$ cat src/hdl/cmwe_pkg.sv
`timescale 1ns / 1ps
// cmwe_pkg: shared types and codes of the column melt wipe engine
// item and result payloads, decoded command format, action and register codes
package cmwe_pkg;

	localparam logic [1:0] ACT_SEED  = 2'd0;
	localparam logic [1:0] ACT_TICK  = 2'd1;
	localparam logic [1:0] ACT_QUERY = 2'd2;
	localparam logic [1:0] ACT_NOP   = 2'd3;

	localparam logic [1:0] CFG_COLUMNS_IN_USE  = 2'd0;
	localparam logic [1:0] CFG_SCREEN_ROWS     = 2'd1;
	localparam logic [1:0] CFG_FIXED_STEP_MODE = 2'd2;

	localparam logic [9:0] COLUMNS_RESET = 10'd160;
	localparam logic [9:0] ROWS_RESET    = 10'd200;

	typedef struct packed {
		logic [1:0] action;
		logic [8:0] column;
		logic [9:0] row;
		logic [3:0] random_value;
		logic [4:0] tick_count;
	} item_t;

	typedef struct packed {
		logic       done_res;
		logic       from_end_screen;
		logic [9:0] source_row;
	} res_t;

	typedef enum logic [2:0] {
		CMD_NONE,
		CMD_SEED_FIRST,
		CMD_SEED_NEXT,
		CMD_TICK,
		CMD_QUERY_RD,
		CMD_QUERY_ZERO
	} cmd_op_t;

	typedef struct packed {
		cmd_op_t    op;
		logic [8:0] column;
		logic [9:0] row;
		logic [3:0] random_value;
		logic [1:0] random_mod3;
		logic [4:0] tick_count;
	} cmd_t;

	typedef struct packed {
		logic valid;
		cmd_t head;
	} cmd_head_t;

	typedef enum logic [1:0] {
		BK_IDLE,
		BK_SEED,
		BK_QUERY,
		BK_TICK
	} back_state_t;

endpackage

$ cat src/hdl/cmwe_front.sv
`timescale 1ns / 1ps
// cmwe_front: accepts input transactions and classifies them into commands
// depends on cmwe_pkg for item and command types
module cmwe_front import cmwe_pkg::*; #(
	parameter int MAX_COLUMNS = 512
) (
	input  logic  item_valid,
	input  item_t item_data,
	output logic  item_stall,
	input  logic  queue_full,
	output logic  push,
	output cmd_t  push_cmd
);

	function automatic logic [1:0] mod3(input logic [3:0] v);
		logic [1:0] r;
		case (v)
			4'd0, 4'd3, 4'd6, 4'd9, 4'd12, 4'd15: r = 2'd0;
			4'd1, 4'd4, 4'd7, 4'd10, 4'd13:       r = 2'd1;
			default:                              r = 2'd2;
		endcase
		return r;
	endfunction

	logic in_range;

	assign item_stall = queue_full;
	assign push       = item_valid && !queue_full;
	assign in_range   = (32'(item_data.column) < MAX_COLUMNS);

	always_comb begin
		push_cmd.column       = item_data.column;
		push_cmd.row          = item_data.row;
		push_cmd.random_value = item_data.random_value;
		push_cmd.random_mod3  = mod3(item_data.random_value);
		push_cmd.tick_count   = item_data.tick_count;
		push_cmd.op           = CMD_NONE;
		unique case (item_data.action)
			ACT_SEED: begin
				if (!in_range) begin
					push_cmd.op = CMD_NONE;
				end else if (item_data.column == 9'd0) begin
					push_cmd.op = CMD_SEED_FIRST;
				end else begin
					push_cmd.op = CMD_SEED_NEXT;
				end
			end
			ACT_TICK: begin
				push_cmd.op = CMD_TICK;
			end
			ACT_QUERY: begin
				push_cmd.op = in_range ? CMD_QUERY_RD : CMD_QUERY_ZERO;
			end
			ACT_NOP: begin
				push_cmd.op = CMD_NONE;
			end
		endcase
	end

endmodule

$ cat config.mk
export PLATFORM = sky130hd
export DESIGN_NAME = cmwe_front
export DESIGN_NICKNAME = d
export VERILOG_FILES = /design/src/hdl/cmwe_pkg.sv /design/src/hdl/cmwe_front.sv
export SDC_FILE = /design/constraint.sdc
export NUM_CORES = 1
export LEC_CHECK = 0
export BUFFER_PORTS_ARGS = -buffer_cell sky130_fd_sc_hd__buf_4
export CAP_MARGIN = 10
export CORE_MARGIN = 1
export CORE_UTILIZATION = 26
export DETAILED_ROUTE_END_ITERATION = 7
export PLACE_DENSITY = 0.86
export SETUP_SLACK_MARGIN = 0.4
export SLEW_MARGIN = 20
export SYNTH_ARGS = -nofsm -noshare
export SYNTH_HDL_FRONTEND = slang
export SYNTH_SLANG_ARGS = --single-unit
$ cat constraint.sdc
create_clock -name vclk -period 0.9
set_input_delay 0.09 -clock vclk [all_inputs]
set_output_delay 0.09 -clock vclk [all_outputs]
set_load 0.01 [all_outputs]
Word level (Yosys, flattened, before mapping)
Memory sizes are Yosys's and may differ from the RTL's.
Cells that the tools add are included.
- input port bits: 32
- register bits after elaboration: 0
- memories kept: 1
- logic and storage cells: 10
- memory bits (read-only): 32
- output and inout port bits: 35
- memories (name ; words ; bits a word ; read ports ; clocked after Yosys merged registers in ; write ports ; RTL line ; text):
    (name not given) ; 16 ; 2 ; 1 ; 0 ; 0 ; cmwe_front.sv:17 ; case (v)
- muxes and demuxes: 2
- equality and inequality tests: 3
- reduce and logical (&&, ||, !) cells: 4
- operators by type and width (kind ; number):
    3-bit one-hot mux with 4 select lines ; 1
    9-bit logical NOT ; 1
    2-bit equality test (second input constant) ; 2
    2-bit by 1-bit equality test with 1-bit output (second input constant) ; 1
    2-bit logical NOT ; 1
    2-bit 2-to-1 mux ; 1
    1-bit logical AND ; 1
    1-bit logical NOT ; 1

Depth between registers and ports, before layout
Gate-level depths: netlist (run 1).
- word-level depth: 3
- depth in mapped cells: 4

Worst setup path after synthesis (run 1)
Ideal clock, no wire load.
- kind: in2out
- start: in item_data[20] in the netlist's numbering
- end: out push_cmd[30] in the netlist's numbering
- data arrival time: 0.935 ns
- setup slack: -0.125 ns
- buffers on the path: 0
- cell stages on the path: 2
- path through: or4_4 -> o32ai_2
- RTL lines (what ; RTL line ; text):
    start: declaration ; cmwe_front.sv:8 ; input item_t item_data,
    end: declaration ; cmwe_front.sv:12 ; output cmd_t push_cmd

==> results of run 1 <==
report_power, final:
part	switching, uW	internal, uW
Sequential	0	0
Combinational	127	221
Clock	0	0
worst max-delay path, delay by kind of cell:
kind	cells	cell delay (ns)
AO/OA/AOI/OAI	1	0.29
buffers and inverters	2	0.23
AND/OR/NAND/NOR	1	0.52
cells by family (layout without fill, tap and decap cells):
family,after synthesis,after routing,synth area share
buffers and inverters,33,49,0.5981
AND/OR/NAND/NOR,8,8,0.1479
AO/OA/AOI/OAI,3,3,0.09005
multiplexers,3,3,0.07717
adder cells (fa/ha/maj),2,2,0.06430
XOR/XNOR,1,1,0.02251
repair_timing:
| action | CTS | global route |
|---|---|---|
| setup buffers | 1 | 1 |
| setup endpoints to repair | 9 | 8 |
| pin swaps | 6 | 4 |
| gates resized for setup | 32 | 5 |
| hold buffers | 0 | 0 |
placed cells by master (no fill, tap or decap), types with 2 or more instances in the layout:
cell type	n
inv_1	2
buf_8	3
buf_6	24
or4_4	3
buf_4	18
mux2i_1	3
per-stage QoR:
step	util	instances
2_1_floorplan	-	50
3_3_place_gp	0.4059	79
3_5_place_dp	0.4059	79
4_1_cts	0.4977	80
5_1_grt	0.5162	81
6_report	0.5162	81
Yosys cell counts (all sizes together):
cell type / number / area share
nor2b: 2 / 0.032
nor2: 1 / 0.0096
inv: 4 / 0.039
and3b: 1 / 0.023
o31a: 1 / 0.023
xnor2: 1 / 0.023
or2: 1 / 0.016
buf: 29 / 0.56
mux2i: 3 / 0.077
o32ai: 1 / 0.042
ha: 2 / 0.064
or4: 3 / 0.068
a221o: 1 / 0.026
layout make-up:
class | count | area [um2]
fill | 120 | 653.1
inverter | 4 | 25.02
multi-input combinational | 17 | 202.7
tap | 15 | 18.77
timing repair buffer | 45 | 450.4
path summary, 6_finish.rpt:
kind / slack [ns] / cells past startpoint / to / startpoint
max: -0.32 / 4 / push_cmd[31] / item_data[28]
min: 0.18 / 0 / push_cmd[18] / item_data[16]
layer usage:
layer,vias up,GRT usage,part of all wire
met2,39,0.3254,0.63
met1,174,0.05769,0.23
met5,-,0,0
met3,0,0.02174,0.14
li1,171,-,-
met4,0,0,0
==> flow_summary.yaml, run 1 <==
layout:
  fin_nets: 102
  clkbuf_count: 0
  nFlopsAndLatches: 0
  syn_to_final_growth_pct: 79.10
  fin_area_um2: 696.9
  drive_gt1_frac: 0.8333
  diodes: 0
  seqCellArea_um2: 0
grt:
  grt_pass1_wl_um: 1297
  grt_overflow_total: 0
  grt_max_degree: 5
  grt.total_usage: 0.1166
  antenna_found_initial: 0
  grt_pass1_vias: 350
timing:
  fin_ws_ns: -0.3220
  tns_ns: -0.7840
  clock.fmax_mhz: 818.3
  setup_violations: 4
  slew_headroom: 0.8637
  worstMarginPinSlew_ns: 0.2044
  finalHoldViolCount: 0
  holdWs_ns: 0.1800
  rsz0062_at_grt: "true"
  fin_crit_sh: 1.358
  fin_crit_ns: 1.222
  drv_slew: 0
power_and_ir_drop:
  worst_ir_drop_vdd_uv: 186.8
  power.density_mw_per_mm2: 499.2
  design_power_total_uw: 347.9
  p_leak_uw: 0.0003482
floorplanning:
  core-area_mm2: 0.001350
  chipHeight_um: 40.69
  die_area_mm2: 0.001655
  io_pins: 67
  initial_core_util: 0.2882
  die_w_um: 40.69
  row_count: 13
route:
  drtAntennaViolNets: 0
  drc: 0
  wl_per_cell_um: 13.32
  drt-pass1-iter-count: 3
  drt_iter0_drc: 2
  routed_wirelength_um: 1079
  vias_per_cell: 4.741
  vias: 384
flow_run:
  cap_violations: 0
setup_path:
  worstPathArrival_ns: 1.13
  worstSetupEndpointType: "primary output"
  critical_path.max_stage_delay_ns: 0.52
  worstSetupPathType: "primary input to primary output"
  cpMaxStageDelayCell: "or4_4"
  worstPathMaxFanout: 2
  path_cells: "buf_6 > or4_4 > o31a_1 > buf_4"
  cp-start-kind: "primary input"
  required_ns: 0.81
outcome:
  status: "finished with violations"
  violations: "negative setup slack"
synthesis:
  syn_inst: 50
  syn-num-nets: 84
  yosysUniqueCellTypes: 14
  syn_avg_cell_area_um2: 7.782
  ys_warn_count: 0
  syn-cell-area_um2: 389.1
  yosysSeqAreaShare: 0
placed_design:
  io_buffers: 37
  placed_area_um2: 548.0
  dp_worst_setup_slack_ns: -0.3562
  place_congestion: 0.5923
  hpwl_um: 876
min_path:
  hold_path.class: "primary input to primary output"
Power figures use the tool's default switching activity.
==> run 2, diff against run 1 <==
BUFFER_PORTS_ARGS = default   (was -buffer_cell sky130_fd_sc_hd__buf_4)
CORE_AREA = 2 2 39 41   (was default)
CORE_MARGIN = default   (was 1)
CORE_UTILIZATION = default   (was 26)
DIE_AREA = 0 0 41 43   (was default)
DONT_BUFFER_PORTS = 1   (was default)
PLACE_DENSITY = 0.49   (was 0.86)
==> run 2 against run 1 <==
Compared with the run above: the flow still finishes with violations (negative setup slack); die area grew 6.5%; utilization decreased by 34 points; critical path depth down 2; combinational power down 77%; sequential share of layout area unchanged; first-iteration DRC count shrank 50%; largest cell class is now multi-input combinational cells; worst hold slack hardly changed.
==> flow_summary.yaml, run 2 (synthesis gave the netlist of run 1 again) <==
outcome:
  status: "finished with violations"
  violations: "negative setup slack"
power_and_ir_drop:
  p_sw_frac: 0.4436
  power.density_mw_per_mm2: 326.3
  p_seq_frac: 0
  pwr-share-comb: 1.000
  worst_ir_drop_vdd_uv: 93.77
  p_leak_uw: 0.00009416
  p_sw_uw: 36.04
  clkPwrFrac: 0
  design_power_total_uw: 81.24
  internal_power_uw: 45.20
setup_path:
  path_cells: "or4_4 > o31a_1"
  worstSetupPathType: "primary input to primary output"
  cpMaxStageDelayCell: "or4_4"
  cp-start-kind: "primary input"
  worstPathMaxFanout: 2
  cp_top_family: "simple AND/OR/NAND/NOR gates"
  worstPathArrival_ns: 0.93
  cp_num_buf_inv: 0
  required_ns: 0.81
  critical_path.max_stage_delay_ns: 0.54
  worstSetupEndpointType: "primary output"
min_path:
  min-delay-start: "item_data[14]"
  hold_path_end: "push_cmd[16]"
  hold_path.class: "primary input to primary output"
  holdPathStages: 0
layout:
  diodes: 0
  num-fill-cells: 160
  clkbuf_count: 0
  nFlopsAndLatches: 0
  seqCellArea_um2: 0
  layout_common_cells: "3 x or4_4, 3 x inv_1, 3 x mux2i_1"
  drive_gt1_frac: 0.3333
  fin_nets: 57
  multi_input_area_um2: 187.7
  syn_to_final_growth_pct: -36.01
timing:
  rsz0062_at_grt: "true"
  worstMarginPinSlew_ns: 0.2881
  clock.fmax_mhz: 985.0
  fin_ws_ns: -0.1153
  drv_slew: 0
  slew_headroom: 0.8025
  finalHoldViolCount: 0
  fin_crit_ns: 1.015
  setup_violations: 2
  fin_crit_sh: 1.128
  holdWs_ns: 0.1800
route:
  wl_per_cell_um: 15.57
  drc: 0
  drt-pass1-iter-count: 2
  vias: 190
  drt_iter0_drc: 1
  vias_per_cell: 5.135
  routed_wirelength_um: 576
  drtAntennaViolNets: 0
floorplanning:
  chipHeight_um: 43
  initial_core_util: 0.2812
  die_w_um: 41
  core-area_mm2: 0.001384
  io_pins: 67
  row_count: 14
  die_area_mm2: 0.001763
flow_run:
  cap_violations: 0
grt:
  grt_overflow_total: 0
  antenna_found_initial: 0
  grt.total_usage: 0.05894
  grt_pass1_wl_um: 779
  grt_max_degree: 7
  grt_pass1_vias: 200
placed_design:
  io_buffers: 0
  place_congestion: 0.5437
clock_tree:
  hold_buffers: 0
==> run 2: cell count changes in the layout (fill, tap and decap cells not counted), sizes merged <==
cell / change
buf: -45
clkinv: +1
inv: -1
==> run 2: timing repair <==
item,in CTS,in global routing
resized for setup,2,2
endpoints found under the setup margin,4,4
setup buffers,0,0
pin swaps,1,0
==> run 2: power groups by stage <==
stage	registers [uW]	clock network, uW	logic, uW
floorplan	0	0	203
global placement	0	0	76.2
detailed placement	0	0	78.7
CTS	0	0	81.2
global route	0	0	91.6
finish	0	0	81.2
==> run 2: final cells by class <==
cell class / count / share of cell area
Inverter: 4 / 0.1658
Tap cell: 16 / 0.08040
Multi-Input combinational cell: 17 / 0.7538
==> run 2: per-layer routing <==
layer	GRT usage	routed length, um
met4	0.01333	2
met1	0.04430	147
met2	0.1250	272
met5	0	0
met3	0.01571	153
==> run 2: stage by stage <==
stage / cells / util / area (um2) / TNS, ns / setup WS, ns
finish: 37 / 0.1799 / 249.0 / -0.2300 / -0.1153
global route: 37 / 0.1799 / 249.0 / -0.2802 / -0.1436
CTS: 37 / 0.1700 / 235.2 / -0.2471 / -0.1272
detailed placement: 37 / 0.1637 / 226.5 / -0.2434 / -0.1253
global placement: 37 / 0.1637 / 226.5 / -0.2344 / -0.1220
floorplan: 50 / - / 424.2 / -0.1983 / -0.1008
==> run 2: how the worst max path moves through the flow <==
| stage | endpoint | depth (start not counted) | startpoint |
|---|---|---|---|
| floorplan | push_cmd[31] | 2 | item_data[20] |
| finish | push_cmd[31] | 2 | item_data[20] |
| global placement | push_cmd[31] | 2 | item_data[26] |
| CTS | push_cmd[31] | 2 | item_data[28] |
| detailed placement | push_cmd[31] | 2 | item_data[26] |
| global route | push_cmd[30] | 2 | item_data[26] |
