**config.mk**
```make
export PLATFORM = sky130hd
export DESIGN_NAME = cmwe_queue
export DESIGN_NICKNAME = d
export VERILOG_FILES = /design/src/hdl/cmwe_pkg.sv /design/src/hdl/cmwe_queue.sv
export SDC_FILE = /design/constraint.sdc
export NUM_CORES = 1
export LEC_CHECK = 0
export BUFFER_PORTS_ARGS = -buffer_cell sky130_fd_sc_hd__buf_2
export CORE_UTILIZATION = 47
export DETAILED_ROUTE_END_ITERATION = 7
export GPL_TIMING_DRIVEN = 0
export PLACE_DENSITY = 0.74
export SETUP_SLACK_MARGIN = 0.02
export SYNTH_ARGS = -nofsm -noshare
export SYNTH_HDL_FRONTEND = slang
export SYNTH_SLANG_ARGS = --single-unit
```
**constraint.sdc**
```tcl
create_clock -name clk -period 2.4 [get_ports clk]
set_clock_uncertainty 0.1 [all_clocks]
set_input_delay 0.12 -clock clk [delete_from_list [all_inputs] [get_ports clk]]
set_output_delay 0.12 -clock clk [all_outputs]
set_load 0.01 [all_outputs]
```
**src/hdl/cmwe_pkg.sv**
```systemverilog
`timescale 1ns / 1ps
// cmwe_pkg: shared types and codes of the column melt wipe engine
// item and result payloads, decoded command format, action and register codes
package cmwe_pkg;

	localparam logic [1:0] ACT_SEED  = 2'd0;
	localparam logic [1:0] ACT_TICK  = 2'd1;
	localparam logic [1:0] ACT_QUERY = 2'd2;
	localparam logic [1:0] ACT_NOP   = 2'd3;

	localparam logic [1:0] CFG_COLUMNS_IN_USE  = 2'd0;
	localparam logic [1:0] CFG_SCREEN_ROWS     = 2'd1;
	localparam logic [1:0] CFG_FIXED_STEP_MODE = 2'd2;

	localparam logic [9:0] COLUMNS_RESET = 10'd160;
	localparam logic [9:0] ROWS_RESET    = 10'd200;

	typedef struct packed {
		logic [1:0] action;
		logic [8:0] column;
		logic [9:0] row;
		logic [3:0] random_value;
		logic [4:0] tick_count;
	} item_t;

	typedef struct packed {
		logic       done_res;
		logic       from_end_screen;
		logic [9:0] source_row;
	} res_t;

	typedef enum logic [2:0] {
		CMD_NONE,
		CMD_SEED_FIRST,
		CMD_SEED_NEXT,
		CMD_TICK,
		CMD_QUERY_RD,
		CMD_QUERY_ZERO
	} cmd_op_t;

	typedef struct packed {
		cmd_op_t    op;
		logic [8:0] column;
		logic [9:0] row;
		logic [3:0] random_value;
		logic [1:0] random_mod3;
		logic [4:0] tick_count;
	} cmd_t;

	typedef struct packed {
		logic valid;
		cmd_t head;
	} cmd_head_t;

	typedef enum logic [1:0] {
		BK_IDLE,
		BK_SEED,
		BK_QUERY,
		BK_TICK
	} back_state_t;

endpackage

```
**src/hdl/cmwe_queue.sv**
```systemverilog
`timescale 1ns / 1ps
// cmwe_queue: two-entry command queue between front and back
// depends on cmwe_pkg for the command type
module cmwe_queue import cmwe_pkg::*; (
	input  logic      clk,
	input  logic      arst_n,
	input  logic      push,
	input  cmd_t      push_cmd,
	output logic      full,
	input  logic      pop,
	output cmd_head_t head
);

	cmd_t       entry_q [2];
	logic       wr_ptr_q;
	logic       rd_ptr_q;
	logic [1:0] count_q;

	assign full       = (count_q == 2'd2);
	assign head.valid = (count_q != 2'd0);
	assign head.head  = entry_q[rd_ptr_q];

	always_ff @(posedge clk) begin
		if (push) begin
			entry_q[wr_ptr_q] <= push_cmd;
		end
	end

	always_ff @(posedge clk or negedge arst_n) begin
		if (!arst_n) begin
			wr_ptr_q <= 1'b0;
			rd_ptr_q <= 1'b0;
			count_q  <= 2'd0;
		end else begin
			if (push) begin
				wr_ptr_q <= ~wr_ptr_q;
			end
			if (pop) begin
				rd_ptr_q <= ~rd_ptr_q;
			end
			if (push && !pop) begin
				count_q <= count_q + 2'd1;
			end else if (pop && !push) begin
				count_q <= count_q - 2'd1;
			end
		end
	end

endmodule

```
Word-level counts from Yosys, hierarchy flattened
Memory sizes are Yosys's and may differ from the RTL's.
Cells that the tools add are included.
{ "word_totals": {"ff_bits": 4, "ram_bits": 66, "inputBits": 37, "out_inout_bits": 35, "elab_cells": 19, "mem_count": 1} }
{ "mem_list": {"columns": ["name", "depth", "width", "read_ports", "rd_ports_with_merged_regs", "wr", "line", "source"], "rows": [
  ["entry_q", 2, 33, 1, 0, 1, "cmwe_queue.sv:14", "cmd_t entry_q [2];"]
]} }
{ "classes": {"addsub": 2, "eq_ne": 1, "mux": 4, "n_bitwise": 2, "reduce_logical": 6} }
{ "op_table": {"columns": ["op", "n"], "rows": [
  ["2-to-1 mux 2 bit", 2],
  ["nonzero test 2 bit", 2],
  ["adder 2 x 1 -> 2 bit (second input constant)", 1],
  ["equality test 2 bit (second input constant)", 1],
  ["logical AND 1 bit", 2],
  ["logical NOT 1 bit", 2],
  ["2-to-1 mux 1 bit", 2],
  ["inverter 1 bit", 2],
  ["subtractor 2 x 1 -> 2 bit (second input constant)", 1]
]} }

Longest topological paths before layout
Gate-level depths: netlist of run 1.
{ "logic_depth": {"ltp_word": 4, "depth_mapped": 5, "mapped_depth_nobuf": 5} }

Least setup slack after synthesis of run 1
Ideal clock, no wire load.
{ "synth_timing": {"path_type": "reg-to-reg", "startpoint": "register wr_ptr_q", "endpoint": "memory entry_q[0][0] in the netlist's numbering (enable)", "setup_time_ns": 0.427, "arrival_ns": 1.886, "t_required_ns": 1.873, "slack_ns": -0.013, "stages_incl_launch_ff": 2, "path_buffers": 0, "synth_period_minus_slack_ns": 2.413, "cell_sequence": "dfrtp_1 -> nor2b_1"} }
{ "synth_lines": {"columns": ["item", "line", "source"], "rows": [
  ["from (decl)", "cmwe_queue.sv:15", "logic wr_ptr_q;"],
  ["from (signal assigned)", "cmwe_queue.sv:36", "wr_ptr_q <= ~wr_ptr_q;"],
  ["to (decl)", "cmwe_queue.sv:14", null]
]} }
Straight into the memory's write port.

Worst setup path in the final report of run 1
{ "layout_timing": {"startpoint": "input port push", "endpoint": "memory entry_q[0][11] in the netlist's numbering (enable)"} }
{ "layout_via": {"elab_chain_cells": 2} }
{ "layout_lines": {"columns": ["item", "line", "source"], "rows": [
  ["from (decl)", "cmwe_queue.sv:7", "input logic push,"],
  ["2-to-1 mux 1 bit", "cmwe_queue.sv:24", "if (push) begin"],
  ["2-to-1 mux 1 bit (not written as such)", "cmwe_queue.sv:25", "entry_q[wr_ptr_q] <= push_cmd;"]
]} }
Every way passes these cells.

==> flow_summary.ini, run 1 <==
[outcome]
outcome = finished, final reports clean

[clocking]
cts_sinks = 70
cts.htree.levels = 3
cts_made_buffers = 9
cts_resized = 0
clockBufferDepth = 2
clk_latency_ns = 0.33
cts_tree = yes
cts_root_buffer = clkbuf_8
clkSlewWorstSetupHoldPaths_ns = 0.07
cts_hold_buf = 36
postCtsSetupBuffers = 0

[power]
power.leakage_nw = 1.51
powerDensity_nw_per_um2 = 1040
vdd_ir_drop_max_v = 0.000716

[final_layout]
area_growth_pct = 36.0
multi_input_area_um2 = 574
fill_cells = 385
drive_gt1_share_pct = 52.1
regArea_um2 = 2080
final_nets = 275
antennaDiodeCount = 0
final_area_um2 = 3700

[floorplanning]
io_pins = 72
dieHeight_um = 78.1
die_w_um = 78.1
start_util_pct = 49.1
core_um2 = 5540
dieArea_um2 = 6100
row_count = 27

[detailed_routing]
drtIter0Drc = 30
viasPerCell = 4.65
first_pass_iters = 4
ant_nets = 0
drc = 0
wl_per_cell_um = 14.3
drt_wl_total_um = 4500
vias = 1459

[yosys]
yosysWarnings = 0
async_flop_share_pct = 5.71
synth_top_area_share_pct = 72.8
yosysMostFrequentCell = edfxtp_1
synth_seq_cells = 70
synthTopCellsByArea = edfxtp_1, mux2_4, dfrtp_1
ys.flop_type = edfxtp_1
synth_nets = 157
synth_cell_types = 14
syn-mean-instance-area_um2 = 22.9
netlist.top_cell.by_area = edfxtp_1
synthCells = 119
syn-cell-area_um2 = 2720
synth_common_cells = edfxtp_1, mux2_4, dfrtp_1, mux2_2, xor2_1
synth_edf_count = 66
synth_seq_area_share_pct = 76.5

[grt]
overflow = 0
grt_max_degree = 34
track_usage_pct = 15.5
grt_pass1_vias = 1565
antenna_found_initial = 0
grt_pass1_wl_um = 6860

[setup_path]
crit_required_ns = 2.25
critPathBufInv = 2
critPathKind = in -> reg
endpoint_kind = flop
crit_chain = dlygate4sd3_1, buf_2, nor2b_4
startpoint_type = input pin
cp_max_fo = 33
path_delay_family = simple AND/OR/NAND/NOR gates
worst_path_max_delay_cell = nor2b_4
cp.arrival_ns = 1.59
critical-path-max-stage-delay_ns = 0.80

[timing]
fmax_mhz = 573
period_needed_ns = 1.74
setup_viol = 0
setup_tns_ns = 0
rsz0062_at_grt = no
hold_violations = 0
worstMarginPinSlew_ns = 0.973
max_slew_margin_pct = 35.0
post-route-period-util_pct = 72.7
slew_violations = 0

[place]
io_buffer_count = 71
gp_congestion = 0.672
place_area_um2 = 3180

[run]
maxCapViolations = 0

[worst_hold_path]
holdCritPathClass = in -> async
## worst paths after layout
kind / start / endpoint / slack (ns) / cells past startpoint
max: push / entry_q[0][11] / 0.66 / 3
min: arst_n / count_q[1] / 0.02 / 2
max reg2reg: wr_ptr_q / entry_q[0][11] / 0.70 / 1
min reg2reg: count_q[1] / count_q[1] / 0.39 / 1
max in group asynchronous: arst_n / rd_ptr_q / 2.06 / 2
min in group clk: count_q[1] / count_q[1] / 0.39 / 1
## routing by layer
| layer | GRT usage (%) | wire (um) | vias up |
|---|---|---|---|
| met1 | 16.4 | 1800 | 700 |
| met3 | 5.00 | 270 | 6 |
| met5 | 0 | 0 | - |
| met2 | 28.7 | 2390 | 59 |
| met4 | 5.56 | 41 | 0 |
| li1 | - | - | 694 |
## cells in the final DEF, fill, tap and decap left out
cell type	instances
nor2b_4	1
mux2_4	29
buf_6	1
xnor2_1	1
xor2_1	4
ha_1	1
mux2_2	4
or2_2	1
edfxtp_1	66
and2_2	1
clkinv_1	1
dlygate4sd3_1	36
buf_12	3
nor2_1	1
clkbuf_8	9
dfrtp_1	4
nor2b_1	1
clkinvlp_4	3
buf_2	71
inv_1	1
clkinv_2	3
## state kept, by name (all words and copies together) (netlist names)
signal and count:
rd_ptr_q 1, entry_q 66, count_q 2, wr_ptr_q 1
## layout make-up
class	count	area share, %
well taps	72	2.43
inverters	1	0.101
repair buffers	107	19.3
plain buffers	4	1.93
clock buffers	9	3.35
flip-flops and latches	70	56.2
clock inverters	7	1.12
multi-input cells	44	15.5
## report_power, final
group          total, W  internal [W]  switching, W
combinational   0.00136      0.000753      0.000610
clock          0.000773      0.000364      0.000409
sequential      0.00171       0.00163     0.0000835
total           0.00385       0.00275       0.00110
## through the flow
stage               util (%)  setup WS [ns]  hold slack, ns  power, W  instances
finish                  66.8          0.656          0.0202   0.00385        314
global route            66.8          0.563          0.0169   0.00403        314
CTS                     66.8          0.209         0.00252   0.00389        314
detailed placement      57.3          0.220          -0.167   0.00307        262
global placement        57.2          0.266          -0.175   0.00303        262
floorplan                  -          0.611          -0.276   0.00267        119
## cells by family after synthesis
family	Yosys count	share of synthesized area, %
multiplexers	33	17.6
AND/OR/NAND/NOR	5	1.06
adder cells (fa/ha/maj)	1	0.459
XOR/XNOR	5	1.61
flip-flops	70	76.5
buffers and inverters	5	2.76
(Power assumes the default switching activity.)
==> inputs of run 2 (changes only) <==
--- a/config.mk
+++ b/config.mk
@@ -5,6 +5,7 @@
 export SDC_FILE = /design/constraint.sdc
 export NUM_CORES = 1
 export LEC_CHECK = 0
+export ABC_AREA = 1
 export BUFFER_PORTS_ARGS = -buffer_cell sky130_fd_sc_hd__buf_2
 export CORE_UTILIZATION = 47
 export DETAILED_ROUTE_END_ITERATION = 7
==> constraint.sdc (replaced) <==
create_clock -name clk -period 1.6 [get_ports clk]
set_clock_uncertainty 0.1 [all_clocks]
set_input_delay 0.08 -clock clk [delete_from_list [all_inputs] [get_ports clk]]
set_output_delay 0.08 -clock clk [all_outputs]
set_load 0.01 [all_outputs]
==> run 2 against run 1 <==
  * The flow now finishes with violations (setup timing)
  * Utilization rose by 5.5 points
  * Power rose by 70%
  * Critical endpoint is now head[12]
  * Combinational power rose by 98%
  * Sequential power rose by 50%
  * Critical path depth rose by 1
  * Non-clock buffer count rose by 6
  * Sequential cell count did not move
  * Global-route usage rose by 1.5 points
  * Die area rose by 0.63%
  * Area after synthesis rose by 0.64%
  * Cell count rose by 5.4%
==> flow_summary.ini, run 2 <==
[floorplanning]
die_w_um = 78.4
dieArea_um2 = 6140
row_count = 27
dieHeight_um = 78.4
core_um2 = 5570
io_pins = 72
start_util_pct = 49.2

[yosys]
syn-cell-area_um2 = 2740
synth_top_area_share_pct = 72.3
ys.flop_type = edfxtp_1
netlist.top_cell.by_area = edfxtp_1
async_flop_share_pct = 5.71
synth_seq_cells = 70
synth_cell_types = 14
syn-mean-instance-area_um2 = 21.4
synth_common_cells = edfxtp_1, mux2_4, inv_1
synth_edf_count = 66
synth_nets = 166
synthTopCellsByArea = edfxtp_1, mux2_4, dfrtp_1
yosysWarnings = 0
synth_seq_area_share_pct = 76.0
yosysMostFrequentCell = edfxtp_1
synthCells = 128

[clocking]
cts.htree.levels = 3
cts_root_buffer = clkbuf_8
clockBufferDepth = 2
cts_sinks = 70
clk_latency_ns = 0.33
clkSlewWorstSetupHoldPaths_ns = 0.07
cts_tree = yes
cts_made_buffers = 9

[setup_path]
critPathKind = reg -> out
cp.arrival_ns = 1.42
rrSetupSlack_ns = 0.21
rr_worst_depth = 3
crit_required_ns = 1.42
cp_max_fo = 10
reg2reg_to = entry_q[1][28]
startpoint_type = flop
timing.rr.start = wr_ptr_q
endpoint_kind = output port

[outcome]
violations = setup timing
outcome = complete, but fails checks

[place]
place_area_um2 = 3190
io_buffer_count = 71
gp_congestion = 0.669
dp_hpwl_um = 2620

[power]
p_sw_share_pct = 27.6
p_seq_share_pct = 39.1
powerDensity_nw_per_um2 = 1630
p_int_w = 0.00474
p_sw_w = 0.00181
power.total_w = 0.00655
power_frac_clock_pct = 19.9
combinationalPowerShare_pct = 41.0
vdd_ir_drop_max_v = 0.000902
power.leakage_nw = 1.66

[grt]
overflow = 0
track_usage_pct = 17.0
antenna_found_initial = 0
grt_max_degree = 18
grt_pass1_wl_um = 7530
grt_pass1_vias = 1590

[detailed_routing]
vias = 1532
first_pass_iters = 3
ant_nets = 0
drt_wl_total_um = 4810
wl_per_cell_um = 14.5
drc = 0
viasPerCell = 4.63
drtIter0Drc = 78

[final_layout]
reg_top3 = entry_q (66), count_q (2)
final_cell_mix = edfxtp_1, buf_2, dlygate4sd3_1
regMostFlops = entry_q
final_area_um2 = 4030
largest_reg_flops = 66
regArea_um2 = 2080
drive_gt1_share_pct = 50.2
final_nets = 292
utilization_pct = 72.3
layout_commonest_cell = edfxtp_1
fill_cells = 354
antennaDiodeCount = 0
area_growth_pct = 47.0
multi_input_area_um2 = 579

[timing]
max_slew_margin_pct = 65.1
setup_viol = 3
rsz0062_at_grt = yes
period_needed_ns = 1.60
post-route-period-util_pct = 100
hold_ws_ns = 0.367
hold_violations = 0
slew_violations = 0
setup_tns_ns = -0.00263
worstMarginPinSlew_ns = 0.523
layout_setup_ws_ns = -0.00181
fmax_mhz = 624

[worst_hold_path]
min_from = push_cmd[3]
holdCritPathClass = in -> reg
worstHoldEndpoint = entry_q[1][3]
whs_path_depth = 2

[run]
maxCapViolations = 0
run 2: layout make-up:
cell class | count | share of cell area, %
inverter | 7 | 0.745
clock buffer | 10 | 3.17
clock inverter | 6 | 1.30
sequential | 70 | 51.7
tap | 72 | 2.24
timing repair buffer | 113 | 24.5
buffer | 4 | 1.77
timing repair inverter | 1 | 0.186
multi-input combinational | 48 | 14.4
run 2: stage by stage:
stage | std cells | setup WS [ns]
3_3_place_gp | 271 | -0.384
6_report | 331 | -0.00181
2_1_floorplan | 128 | -0.00376
3_5_place_dp | 271 | -0.415
4_1_cts | 329 | -0.0201
5_1_grt | 331 | -0.0461
run 2: power by group through the flow:
stage / clock network [W] / logic (W) / registers [W]
2_1_floorplan: 0 / 0.00145 / 0.00257
3_3_place_gp: 0 / 0.00201 / 0.00258
3_5_place_dp: 0 / 0.00202 / 0.00261
4_1_cts: 0.00132 / 0.00262 / 0.00257
5_1_grt: 0.00140 / 0.00285 / 0.00260
6_report: 0.00130 / 0.00269 / 0.00256
run 2: what timing repair did:
item                                    in CTS  in global routing
endpoints found under the setup margin      95                 66
hold endpoints to repair                    72                  0
hold buffers                                37                  0
gates resized for setup                     34                  1
pin swaps                                    1                  0
buffers inserted                             3                  2
gates cloned                                 2                  0
run 2: critical path, stage by stage, from the launching register on:
cell,delay [ns]
dfrtp_1,0.37
buf_6,0.14
buf_12,0.15
mux2_4,0.30
buf_6,0.12
run 2: how the worst max path moves through the flow:
stage	from	cells past startpoint	end	slack (ns)
floorplan	wr_ptr_q	2	entry_q[1][0]	-0.004
global placement	wr_ptr_q	2	entry_q[1][8]	-0.38
detailed placement	wr_ptr_q	2	entry_q[1][7]	-0.41
CTS	rd_ptr_q	4	head[12]	-0.02
global route	rd_ptr_q	4	head[19]	-0.05
finish	rd_ptr_q	4	head[12]	-0.002
run 2: cell families (layout without fill, tap and decap cells):
| group | count (synthesis) | count (layout) | synth area share [%] |
|---|---|---|---|
| simple gates | 10 | 11 | 1.51 |
| xor+xnor | 3 | 3 | 0.959 |
| fa+ha+maj | 1 | 1 | 0.457 |
| flops | 70 | 70 | 76.0 |
| mux | 33 | 33 | 17.5 |
| buf+inv | 11 | 141 | 3.56 |
run 2: routing by layer:
layer | vias to the layer above | track usage [%] | part of all wire, %
li1 | 740 | - | -
met1 | 737 | 17.5 | 38
met2 | 46 | 31.1 | 56
met3 | 9 | 4.30 | 4.4
met4 | 0 | 10.0 | 1.5
met5 | - | 0 | 0
